**config.mk**
```make
export PLATFORM = sky130hd
export DESIGN_NAME = session_client_protocol_fsm
export DESIGN_NICKNAME = d
export VERILOG_FILES = /design/src/rtl/scp_pkg.sv /design/src/rtl/session_client_protocol_fsm.sv
export SDC_FILE = /design/constraint.sdc
export NUM_CORES = 1
export LEC_CHECK = 0
export BUFFER_PORTS_ARGS = -buffer_cell sky130_fd_sc_hd__buf_2
export CAP_MARGIN = 20
export CORE_MARGIN = 8
export CORE_UTILIZATION = 45
export DETAILED_ROUTE_END_ITERATION = 8
export SYNTH_ARGS = -nofsm -noshare
export SYNTH_HDL_FRONTEND = slang
export SYNTH_SLANG_ARGS = --single-unit
```
**constraint.sdc**
```tcl
create_clock -name clk -period 5.5 [get_ports clk]
set_input_delay 1.1 -clock clk [delete_from_list [all_inputs] [get_ports clk]]
set_output_delay 1.1 -clock clk [all_outputs]
set_load 0.01 [all_outputs]
```
**src/rtl/scp_pkg.sv**
```systemverilog
`timescale 1ns / 1ps
// ----------------------------------------------------------------------------
// Session client package
// Widths, event codes, register indexes and reset values of the session
// client protocol block.
// ----------------------------------------------------------------------------
package scp_pkg;

    // Field widths.
    localparam int unsigned FUNC_W     = 3;
    localparam int unsigned MAGIC_W    = 16;
    localparam int unsigned SESSION_W  = 32;
    localparam int unsigned CODE_W     = 8;
    localparam int unsigned CLOCK_W    = 64;
    localparam int unsigned SEQ_W      = 32;
    localparam int unsigned TICK_W     = 16;
    localparam int unsigned STATE_W    = 3;
    localparam int unsigned CFG_IDX_W  = 3;
    localparam int unsigned CFG_DATA_W = 32;

    // Event codes carried by an input beat.
    localparam logic [FUNC_W-1:0] FUNC_START    = 3'd0;
    localparam logic [FUNC_W-1:0] FUNC_PACKET   = 3'd1;
    localparam logic [FUNC_W-1:0] FUNC_LINE     = 3'd2;
    localparam logic [FUNC_W-1:0] FUNC_DISPATCH = 3'd3;
    localparam logic [FUNC_W-1:0] FUNC_TICK     = 3'd4;

    // Configuration register indexes.
    localparam logic [CFG_IDX_W-1:0] CFG_SESSION      = 3'd0;
    localparam logic [CFG_IDX_W-1:0] CFG_MAGIC        = 3'd1;
    localparam logic [CFG_IDX_W-1:0] CFG_TIMEOUT      = 3'd2;
    localparam logic [CFG_IDX_W-1:0] CFG_CODE_HELLO   = 3'd3;
    localparam logic [CFG_IDX_W-1:0] CFG_CODE_DATA    = 3'd4;
    localparam logic [CFG_IDX_W-1:0] CFG_CODE_ALIVE   = 3'd5;
    localparam logic [CFG_IDX_W-1:0] CFG_CODE_GOODBYE = 3'd6;

    // Register reset values.
    localparam logic [TICK_W-1:0] TIMEOUT_RESET      = 16'd5;
    localparam logic [CODE_W-1:0] CODE_HELLO_RESET   = 8'd0;
    localparam logic [CODE_W-1:0] CODE_DATA_RESET    = 8'd1;
    localparam logic [CODE_W-1:0] CODE_ALIVE_RESET   = 8'd2;
    localparam logic [CODE_W-1:0] CODE_GOODBYE_RESET = 8'd3;

    // Largest value of the tick counter; it saturates there.
    localparam logic [TICK_W-1:0] TICK_MAX = {TICK_W{1'b1}};

endpackage

```
**src/rtl/session_client_protocol_fsm.sv**
```systemverilog
`timescale 1ns / 1ps
// ----------------------------------------------------------------------------
// Session client protocol state machine
// Client side of a datagram session: takes start, packet, line read, line
// dispatch and tick events and says which command to send with its stamps.
// ----------------------------------------------------------------------------
//
//  Channel  | Direction | Handshake             | Beat contents
//  ---------+-----------+-----------------------+-------------------------------
//  input    | in        | in_valid / in_stall   | func, too_short, rx_* header,
//           |           |                       | line_is_end
//  result   | out       | out_valid / out_stall | send_*, session_state,
//           |           |                       | line_taken, packet_accepted
//  config   | in        | cfg_write             | cfg_index, cfg_data
//
// One event is taken per cycle unless a stalled result holds the input register.
// An event is captured in the input register and evaluated against the session
// state once the result register is free; its result beat is then captured in
// the result register. The path is bounded by the 64-bit clock compare and
// increment. Reset leaves the session closed with all counters at zero and the
// registers at their default values. A stalled result holds in the output
// register while one more event waits in the input register.

module session_client_protocol_fsm
(
    input  logic                                clk,
    input  logic                                rst_n,

    input  logic                                in_valid,
    output logic                                in_stall,
    input  logic [scp_pkg::FUNC_W-1:0]          func,
    input  logic                                too_short,
    input  logic [scp_pkg::MAGIC_W-1:0]         rx_magic,
    input  logic [scp_pkg::SESSION_W-1:0]       rx_session,
    input  logic [scp_pkg::CODE_W-1:0]          rx_command,
    input  logic [scp_pkg::CLOCK_W-1:0]         rx_clock,
    input  logic                                line_is_end,

    output logic                                out_valid,
    input  logic                                out_stall,
    output logic                                send_valid,
    output logic [scp_pkg::CODE_W-1:0]          send_command,
    output logic [scp_pkg::SEQ_W-1:0]           send_sequence,
    output logic [scp_pkg::CLOCK_W-1:0]         send_clock,
    output logic [scp_pkg::STATE_W-1:0]         session_state,
    output logic                                line_taken,
    output logic                                packet_accepted,

    input  logic                                cfg_write,
    input  logic [scp_pkg::CFG_IDX_W-1:0]       cfg_index,
    input  logic [scp_pkg::CFG_DATA_W-1:0]      cfg_data
);

    typedef enum logic [scp_pkg::STATE_W-1:0] {
        MODE_HELLO_WAIT  = 3'd0,
        MODE_READY       = 3'd1,
        MODE_READY_TIMER = 3'd2,
        MODE_CLOSING     = 3'd3,
        MODE_CLOSED      = 3'd4
    } mode_t;

    // Configuration registers.
    logic [scp_pkg::SESSION_W-1:0] session_number_reg;
    logic [scp_pkg::MAGIC_W-1:0]   magic_value_reg;
    logic [scp_pkg::TICK_W-1:0]    timeout_ticks_reg;
    logic [scp_pkg::CODE_W-1:0]    code_hello_reg;
    logic [scp_pkg::CODE_W-1:0]    code_data_reg;
    logic [scp_pkg::CODE_W-1:0]    code_alive_reg;
    logic [scp_pkg::CODE_W-1:0]    code_goodbye_reg;

    // Input register.
    logic                          in_valid_reg;
    logic [scp_pkg::FUNC_W-1:0]    func_reg;
    logic                          too_short_reg;
    logic [scp_pkg::MAGIC_W-1:0]   rx_magic_reg;
    logic [scp_pkg::SESSION_W-1:0] rx_session_reg;
    logic [scp_pkg::CODE_W-1:0]    rx_command_reg;
    logic [scp_pkg::CLOCK_W-1:0]   rx_clock_reg;
    logic                          line_is_end_reg;

    // Session state.
    mode_t                         mode_reg;
    mode_t                         mode_next;
    logic                          timer_running_reg;
    logic                          timer_running_next;
    logic [scp_pkg::TICK_W-1:0]    elapsed_ticks_reg;
    logic [scp_pkg::TICK_W-1:0]    elapsed_ticks_next;
    logic [scp_pkg::SEQ_W-1:0]     next_sequence_reg;
    logic [scp_pkg::SEQ_W-1:0]     next_sequence_next;
    logic [scp_pkg::CLOCK_W-1:0]   lamport_clock_reg;
    logic [scp_pkg::CLOCK_W-1:0]   lamport_clock_next;

    // Result register.
    logic                          out_valid_reg;
    logic                          send_valid_reg;
    logic                          send_valid_next;
    logic [scp_pkg::CODE_W-1:0]    send_command_reg;
    logic [scp_pkg::CODE_W-1:0]    send_command_next;
    logic [scp_pkg::SEQ_W-1:0]     send_sequence_reg;
    logic [scp_pkg::SEQ_W-1:0]     send_sequence_next;
    logic [scp_pkg::CLOCK_W-1:0]   send_clock_reg;
    logic [scp_pkg::CLOCK_W-1:0]   send_clock_next;
    mode_t                         session_state_reg;
    logic                          line_taken_reg;
    logic                          line_taken_next;
    logic                          packet_accepted_reg;
    logic                          packet_accepted_next;

    // Handshake control.
    logic                          in_accept;
    logic                          out_free;
    logic                          evaluate;

    // Evaluation helpers.
    logic                          packet_ok;
    logic                          bump_clock;
    logic [scp_pkg::CLOCK_W-1:0]   clock_base;
    logic [scp_pkg::CLOCK_W-1:0]   clock_bumped;
    logic [scp_pkg::TICK_W-1:0]    elapsed_sat;
    logic                          do_send;
    logic [scp_pkg::CODE_W-1:0]    send_code;

    // The result register frees when empty or when its beat is taken.
    assign out_free  = !out_valid_reg || !out_stall;
    assign evaluate  = in_valid_reg && out_free;
    assign in_stall  = in_valid_reg && !out_free;
    assign in_accept = in_valid && !in_stall;

    // Header checks and the shared clock increment.
    assign packet_ok    = !too_short_reg && (rx_magic_reg == magic_value_reg)
                          && (rx_session_reg == session_number_reg);
    assign clock_base   = (func_reg == scp_pkg::FUNC_PACKET
                           && rx_clock_reg > lamport_clock_reg)
                          ? rx_clock_reg : lamport_clock_reg;
    assign clock_bumped = clock_base + 1'b1;
    assign elapsed_sat  = (elapsed_ticks_reg == scp_pkg::TICK_MAX)
                          ? elapsed_ticks_reg : elapsed_ticks_reg + 1'b1;

    // Event evaluation against the current session state.
    always_comb
    begin
        mode_next            = mode_reg;
        timer_running_next   = timer_running_reg;
        elapsed_ticks_next   = elapsed_ticks_reg;
        packet_accepted_next = 1'b0;
        line_taken_next      = 1'b0;
        bump_clock           = 1'b0;
        do_send              = 1'b0;
        send_code            = code_data_reg;

        if (func_reg == scp_pkg::FUNC_START)
        begin
            if (mode_reg == MODE_CLOSED)
            begin
                do_send            = 1'b1;
                send_code          = code_hello_reg;
                mode_next          = MODE_HELLO_WAIT;
                timer_running_next = 1'b1;
                elapsed_ticks_next = '0;
            end
        end
        else if (mode_reg != MODE_CLOSED)
        begin
            unique case (func_reg)
                scp_pkg::FUNC_PACKET:
                begin
                    if (packet_ok)
                    begin
                        packet_accepted_next = 1'b1;
                        bump_clock           = 1'b1;
                        if (rx_command_reg == code_goodbye_reg)
                        begin
                            mode_next          = MODE_CLOSED;
                            timer_running_next = 1'b0;
                            elapsed_ticks_next = '0;
                        end
                        else if ((mode_reg == MODE_HELLO_WAIT
                                  && rx_command_reg == code_hello_reg)
                                 || (mode_reg == MODE_READY_TIMER
                                     && rx_command_reg == code_alive_reg))
                        begin
                            mode_next          = MODE_READY;
                            timer_running_next = 1'b0;
                            elapsed_ticks_next = '0;
                        end
                    end
                end
                scp_pkg::FUNC_LINE:
                begin
                    bump_clock = 1'b1;
                end
                scp_pkg::FUNC_DISPATCH:
                begin
                    if (mode_reg == MODE_READY || mode_reg == MODE_READY_TIMER)
                    begin
                        line_taken_next    = 1'b1;
                        do_send            = 1'b1;
                        timer_running_next = 1'b1;
                        elapsed_ticks_next = '0;
                        if (line_is_end_reg)
                        begin
                            send_code = code_goodbye_reg;
                            mode_next = MODE_CLOSING;
                        end
                        else
                        begin
                            send_code = code_data_reg;
                            mode_next = MODE_READY_TIMER;
                        end
                    end
                end
                scp_pkg::FUNC_TICK:
                begin
                    if (timer_running_reg)
                    begin
                        elapsed_ticks_next = elapsed_sat;
                        if (elapsed_sat >= timeout_ticks_reg)
                        begin
                            elapsed_ticks_next = '0;
                            if (mode_reg == MODE_CLOSING)
                            begin
                                mode_next          = MODE_CLOSED;
                                timer_running_next = 1'b0;
                            end
                            else
                            begin
                                // Timeout in an open state starts the close.
                                do_send            = 1'b1;
                                send_code          = code_goodbye_reg;
                                mode_next          = MODE_CLOSING;
                                timer_running_next = 1'b1;
                            end
                        end
                    end
                end
                default:
                begin
                    // Unused event codes leave the state alone.
                end
            endcase
        end

        // Stamps: a send takes the incremented clock and the current sequence.
        lamport_clock_next = (bump_clock || do_send) ? clock_bumped
                                                     : lamport_clock_reg;
        next_sequence_next = do_send ? next_sequence_reg + 1'b1
                                     : next_sequence_reg;
        send_valid_next    = do_send;
        send_command_next  = do_send ? send_code : '0;
        send_sequence_next = do_send ? next_sequence_reg : '0;
        send_clock_next    = do_send ? clock_bumped : '0;
    end

    // Configuration, input register, session state and result register.
    always_ff @(posedge clk or negedge rst_n)
    begin
        if (!rst_n)
        begin
            session_number_reg  <= '0;
            magic_value_reg     <= '0;
            timeout_ticks_reg   <= scp_pkg::TIMEOUT_RESET;
            code_hello_reg      <= scp_pkg::CODE_HELLO_RESET;
            code_data_reg       <= scp_pkg::CODE_DATA_RESET;
            code_alive_reg      <= scp_pkg::CODE_ALIVE_RESET;
            code_goodbye_reg    <= scp_pkg::CODE_GOODBYE_RESET;
            in_valid_reg        <= 1'b0;
            func_reg            <= '0;
            too_short_reg       <= 1'b0;
            rx_magic_reg        <= '0;
            rx_session_reg      <= '0;
            rx_command_reg      <= '0;
            rx_clock_reg        <= '0;
            line_is_end_reg     <= 1'b0;
            mode_reg            <= MODE_CLOSED;
            timer_running_reg   <= 1'b0;
            elapsed_ticks_reg   <= '0;
            next_sequence_reg   <= '0;
            lamport_clock_reg   <= '0;
            out_valid_reg       <= 1'b0;
            send_valid_reg      <= 1'b0;
            send_command_reg    <= '0;
            send_sequence_reg   <= '0;
            send_clock_reg      <= '0;
            session_state_reg   <= MODE_CLOSED;
            line_taken_reg      <= 1'b0;
            packet_accepted_reg <= 1'b0;
        end
        else
        begin
            // Register writes.
            if (cfg_write)
            begin
                unique case (cfg_index)
                    scp_pkg::CFG_SESSION:      session_number_reg <= cfg_data;
                    scp_pkg::CFG_MAGIC:        magic_value_reg <= cfg_data[scp_pkg::MAGIC_W-1:0];
                    scp_pkg::CFG_TIMEOUT:      timeout_ticks_reg <= cfg_data[scp_pkg::TICK_W-1:0];
                    scp_pkg::CFG_CODE_HELLO:   code_hello_reg <= cfg_data[scp_pkg::CODE_W-1:0];
                    scp_pkg::CFG_CODE_DATA:    code_data_reg <= cfg_data[scp_pkg::CODE_W-1:0];
                    scp_pkg::CFG_CODE_ALIVE:   code_alive_reg <= cfg_data[scp_pkg::CODE_W-1:0];
                    scp_pkg::CFG_CODE_GOODBYE: code_goodbye_reg <= cfg_data[scp_pkg::CODE_W-1:0];
                    default:
                    begin
                        // Writes beyond the register list are dropped.
                    end
                endcase
            end

            // Input beat capture.
            if (in_accept)
            begin
                in_valid_reg    <= 1'b1;
                func_reg        <= func;
                too_short_reg   <= too_short;
                rx_magic_reg    <= rx_magic;
                rx_session_reg  <= rx_session;
                rx_command_reg  <= rx_command;
                rx_clock_reg    <= rx_clock;
                line_is_end_reg <= line_is_end;
            end
            else if (evaluate)
            begin
                in_valid_reg <= 1'b0;
            end

            // State update and result capture.
            if (evaluate)
            begin
                mode_reg            <= mode_next;
                timer_running_reg   <= timer_running_next;
                elapsed_ticks_reg   <= elapsed_ticks_next;
                next_sequence_reg   <= next_sequence_next;
                lamport_clock_reg   <= lamport_clock_next;
                out_valid_reg       <= 1'b1;
                send_valid_reg      <= send_valid_next;
                send_command_reg    <= send_command_next;
                send_sequence_reg   <= send_sequence_next;
                send_clock_reg      <= send_clock_next;
                session_state_reg   <= mode_next;
                line_taken_reg      <= line_taken_next;
                packet_accepted_reg <= packet_accepted_next;
            end
            else if (!out_stall)
            begin
                out_valid_reg <= 1'b0;
            end
        end
    end

    assign out_valid       = out_valid_reg;
    assign send_valid      = send_valid_reg;
    assign send_command    = send_command_reg;
    assign send_sequence   = send_sequence_reg;
    assign send_clock      = send_clock_reg;
    assign session_state   = session_state_reg;
    assign line_taken      = line_taken_reg;
    assign packet_accepted = packet_accepted_reg;

endmodule

```
==> metrics.md <==
| Metric | Value |
|---|---|
| Rel. slew slack | 0.238 |
| Setup WS pre-CTS | 0.361 ns |
| Initial antenna violation count | 3 |
| Sw Share | 0.344 |
| FFs w/ async S/R, synth | 1.00 |
| CP max FO | 7 |
| HPWL Detailed | 56.7 mm |
| Mux cell area share after synthesis | 0.114 |
| Vias/cell | between 5 and 6 |
| Setup CP Type | flop to flop |
| CTS tree | built |
| WL/cell | 23.1 um |
| FF-to-FF path depth | 20 |
| Clock Root Buffer | clkbuf_16 |
| Drt drc | 0 |
| Ys Warns | 0 |
| Peak VDD IR | roughly 280 uV |
| Final Cycle Share | 0.937 |
| Final min period | 5.15 ns |
| Crit-path cells | inv_1 -> ha_1 -> nand4_1 -> nor4_4 -> nand2_2 -> nand4b_4 -> o31a_1 -> nand2_4 -> nand2_1 -> o21ai_0 -> ha_1 -> nand3_1 -> nor4_4 -> and4_1 -> nand2_1 -> or4_1 -> a21o_1 -> a21oi_1 -> nand4_1 -> o211ai_1 |
| Global-route usage over all layers | 0.249 |
| Clock network power share | 0.326 |
| R2r startpoint | lamport_clock_reg[59] |
| Die area | between 0.06 and 0.07 sq mm |
| Complex-gate fraction of the synthesized area | 0.120 |
| Layout Nets | around 2,900 |
| Mapped Area | around 0.024 sq mm |
| Sink Count | roughly 450 |
| Largest net degree at the start of global routing | approximately 110 |
| Top FF cell, synth | dfrtp_1 |
| CP peak stage delay | 0.53 ns |
| Area delta synth->final | 18.7% |
| Post-placement cell area | roughly 0.027 sq mm |
| Yosys top cell by area | dfrtp_1 |
| Clock Latency Late Sink | about 0.63 ns |
| Initial Utilization | 0.456 |
| Max cap viols | 0 |
| Setup Viol. Count Final | 0 |
| Layout cells sized above 1 | 0.270 |
| Slowest stage cell, crit path | nor4_4 |
| Synth Area in XOR/XNOR | 0.0737 |
| CTS max path bufs | 3 |
| First-pass GRT wire length | ~120 mm |
| Seq cells post-synth | about 450 |
| Final ANT Viol Nets | 0 |
| Internal Power | ~0.0073 W |
| Sw Pwr | roughly 0.0038 W |
| GPL Wtd Cong | around 0.99 |
| CTS clk-pin slew, worst paths | roughly 0.06 ns |
| Syn avg cell area | between 10 and 15 sq um |
| Vias post-DR | between 15,000 and 20,000 |
| Yosys top cell area share | 0.458 |
| RSZ-0062 raised after global routing | false |
| Post-synth EDFFs | 0 |
| # H-tree levels | 2 |
| Crit. End Element | flop |
| Worst-margin pin slew | 1.13 ns |
| R2R Path End | lamport_clock_reg[60] |
| Synth Area in Adders | 0.0433 |
| IO Port Bufs | approximately 280 |
| Site Rows | 84 |
| Design area | around 0.028 sq mm |
| Final hold vios | 0 |
| Setup_tns | 0 ns |
| Critical path launch point | lamport_clock_reg[59] |
| Post-Synthesis Cells | around 2,300 |
| Hold WS | 0.467 ns |
| Hold wc startpoint | send_valid |
| GRT Residual Overflow | 0 |
| Worst setup path endpoint | lamport_clock_reg[60] |
| Iteration-0 DRC count of the detailed router | between 1,500 and 2,000 |
| Vias in the first global route | just under 20,000 |
| Core area | 0.0527 sq mm |
| Hold crit path type | flop to flop |
| Max-slew violation count | 0 |
| Critical Path RT | 6.02 ns |
| CP startpoint kind | flop |
| Post-synthesis simple-gate area fraction | 0.151 |
| Max Freq | between 0.15 and 0.2 GHz |
| Post-Syn Nets | 2,556 |
| Static Leak | approximately 13 nW |
| Worst endpoint data arrival time | 5.68 ns |
| Sequential-to-total area share from yosys stat | 0.466 |
| Logic pwr share | 0.272 |
| Final worst-path setup slack | 0.347 ns |
| Die width | about 250 um |
| Power per cell area | between 300 and 400 mW/mm^2 |
| R2R setup slack | 0.35 ns |
| 1st-pass router iterations | 5 |
| Total CTS buffers | a little over 50 |
| Distinct cells, synth | between 80 and 90 |
| Largest family of logic cells by synthesized area | simple AND/OR/NAND/NOR gates |
| Io pins | between 200 and 300 |
| Worst clock skew | roughly 0.03 ns |
| Status | completed |
| Largest cells by area after synthesis | dfrtp_1 (46%), mux2_2 (11%), xnor2_1 (4.7%), ha_1 (4.3%), nand2_1 (3.6%) |
| DIE HEIGHT | approximately 250 um |
| # hold bufs at CTS | 0 |
| Fraction of power consumed by sequential logic | 0.402 |
| Wirelength, routed | between 70 and 80 mm |
| Fin util | 0.541 |
routing by layer:
| metal | vias to the layer above | GRT usage | share of wire |
|---|---|---|---|
| met5 | - | 0 | 0.00013 |
| met1 | 9864 | 0.354 | 0.45 |
| li1 | 8998 | - | - |
| met4 | 2 | 0.0675 | 0.023 |
| met2 | 739 | 0.389 | 0.46 |
| met3 | 123 | 0.0429 | 0.070 |
repair_timing:
action | in CTS | in global routing
endpoints found under the hold margin | 0 | 0
buffers inserted | 0 | 2
endpoints found under the setup margin | 0 | 10
gates resized for setup | 0 | 1
kinds of logic (layout without fill, tap and decap cells):
logic type	after synthesis	after routing
and+or+nand+nor	697	698
AOI/OAI and AO/OA	436	436
DFF	446	446
adders and majority gates	83	83
xor gates and xnor gates	202	202
muxes	244	244
buffers and inverters	200	559
other	0	2
cells in the mapped netlist, types with 34 or more instances:
| master | number |
|---|---|
| a22o_1 | 61 |
| nand4_1 | 73 |
| mux2_2 | 238 |
| xor2_1 | 72 |
| clkbuf_1 | 62 |
| and3_1 | 34 |
| a21oi_1 | 93 |
| ha_1 | 83 |
| nand2_1 | 231 |
| xnor2_1 | 130 |
| nor2_1 | 80 |
| nor3_1 | 48 |
| inv_1 | 103 |
| nand3_1 | 92 |
| dfrtp_1 | 439 |
| o21ai_0 | 141 |
how the worst min path moves through the flow:
stage               cells after the start                    end
finish                                  2             send_valid
global route                            2             send_valid
CTS                                     2             send_valid
detailed placement                      2             send_valid
global placement                        2             send_valid
floorplan                               1  next_sequence_reg[31]
power by group through the flow:
| stage | Combinational, W | Clock [W] | Sequential (W) |
|---|---|---|---|
| after floorplan | 0.00197 | 0 | 0.00436 |
| after global placement | 0.00295 | 0 | 0.00450 |
| after detailed placement | 0.00300 | 0 | 0.00452 |
| after CTS | 0.00302 | 0.00374 | 0.00447 |
| after global routing | 0.00334 | 0.00386 | 0.00457 |
| final | 0.00304 | 0.00365 | 0.00449 |
cell usage in the layout (no fill, tap or decap), types with 9 or more instances in the layout:
cell type / synthesis / final
nor4_1: 20 / 20
a21o_1: 9 / 9
o211ai_1: 16 / 16
o221ai_1: 10 / 10
nand3_1: 92 / 92
a21oi_1: 93 / 93
nor2b_1: 9 / 9
nand4_1: 73 / 73
clkbuf_16: 0 / 51
ha_1: 83 / 83
buf_4: 0 / 74
clkbuf_8: 0 / 13
a31oi_1: 11 / 10
dfrtp_1: 439 / 439
xor2_1: 72 / 72
buf_2: 22 / 277
a22o_1: 61 / 61
nand2_1: 231 / 229
and2_1: 11 / 11
or4_1: 13 / 13
nor2_1: 80 / 79
o21ai_0: 141 / 141
a211oi_1: 9 / 9
inv_1: 103 / 103
buf_12: 0 / 9
and3_1: 34 / 34
and4_1: 27 / 27
xnor2_1: 130 / 130
clkbuf_1: 62 / 16
nand2b_1: 15 / 15
nor3_1: 48 / 47
mux2_2: 238 / 238
final cells by class:
cell class,instances,area (sq um)
timing repair buffer,361,2140
clock buffer,80,1520
fill,4728,24200
tap,688,861
multi-input combinational,1663,12100
sequential,446,11200
antenna,2,5.00
clock inverter,15,293
inverter,103,387
through the flow:
step	std cells	power (W)
4_1_cts	3352	0.0112
2_1_floorplan	2308	0.00633
3_5_place_dp	3257	0.00752
6_report	3358	0.0112
5_1_grt	3357	0.0118
3_3_place_gp	3255	0.00745
worst max-delay path, delay by kind of cell (launching register included):
| kind | cells | cell delay, ns |
|---|---|---|
| flip-flops | 1 | 0.39 |
| buffers and inverters | 1 | 0.09 |
| adder cells (fa/ha/maj) | 2 | 0.53 |
| AND/OR/NAND/NOR | 12 | 2.98 |
| AO/OA/AOI/OAI | 5 | 1.07 |
(Power assumes the default switching activity.)
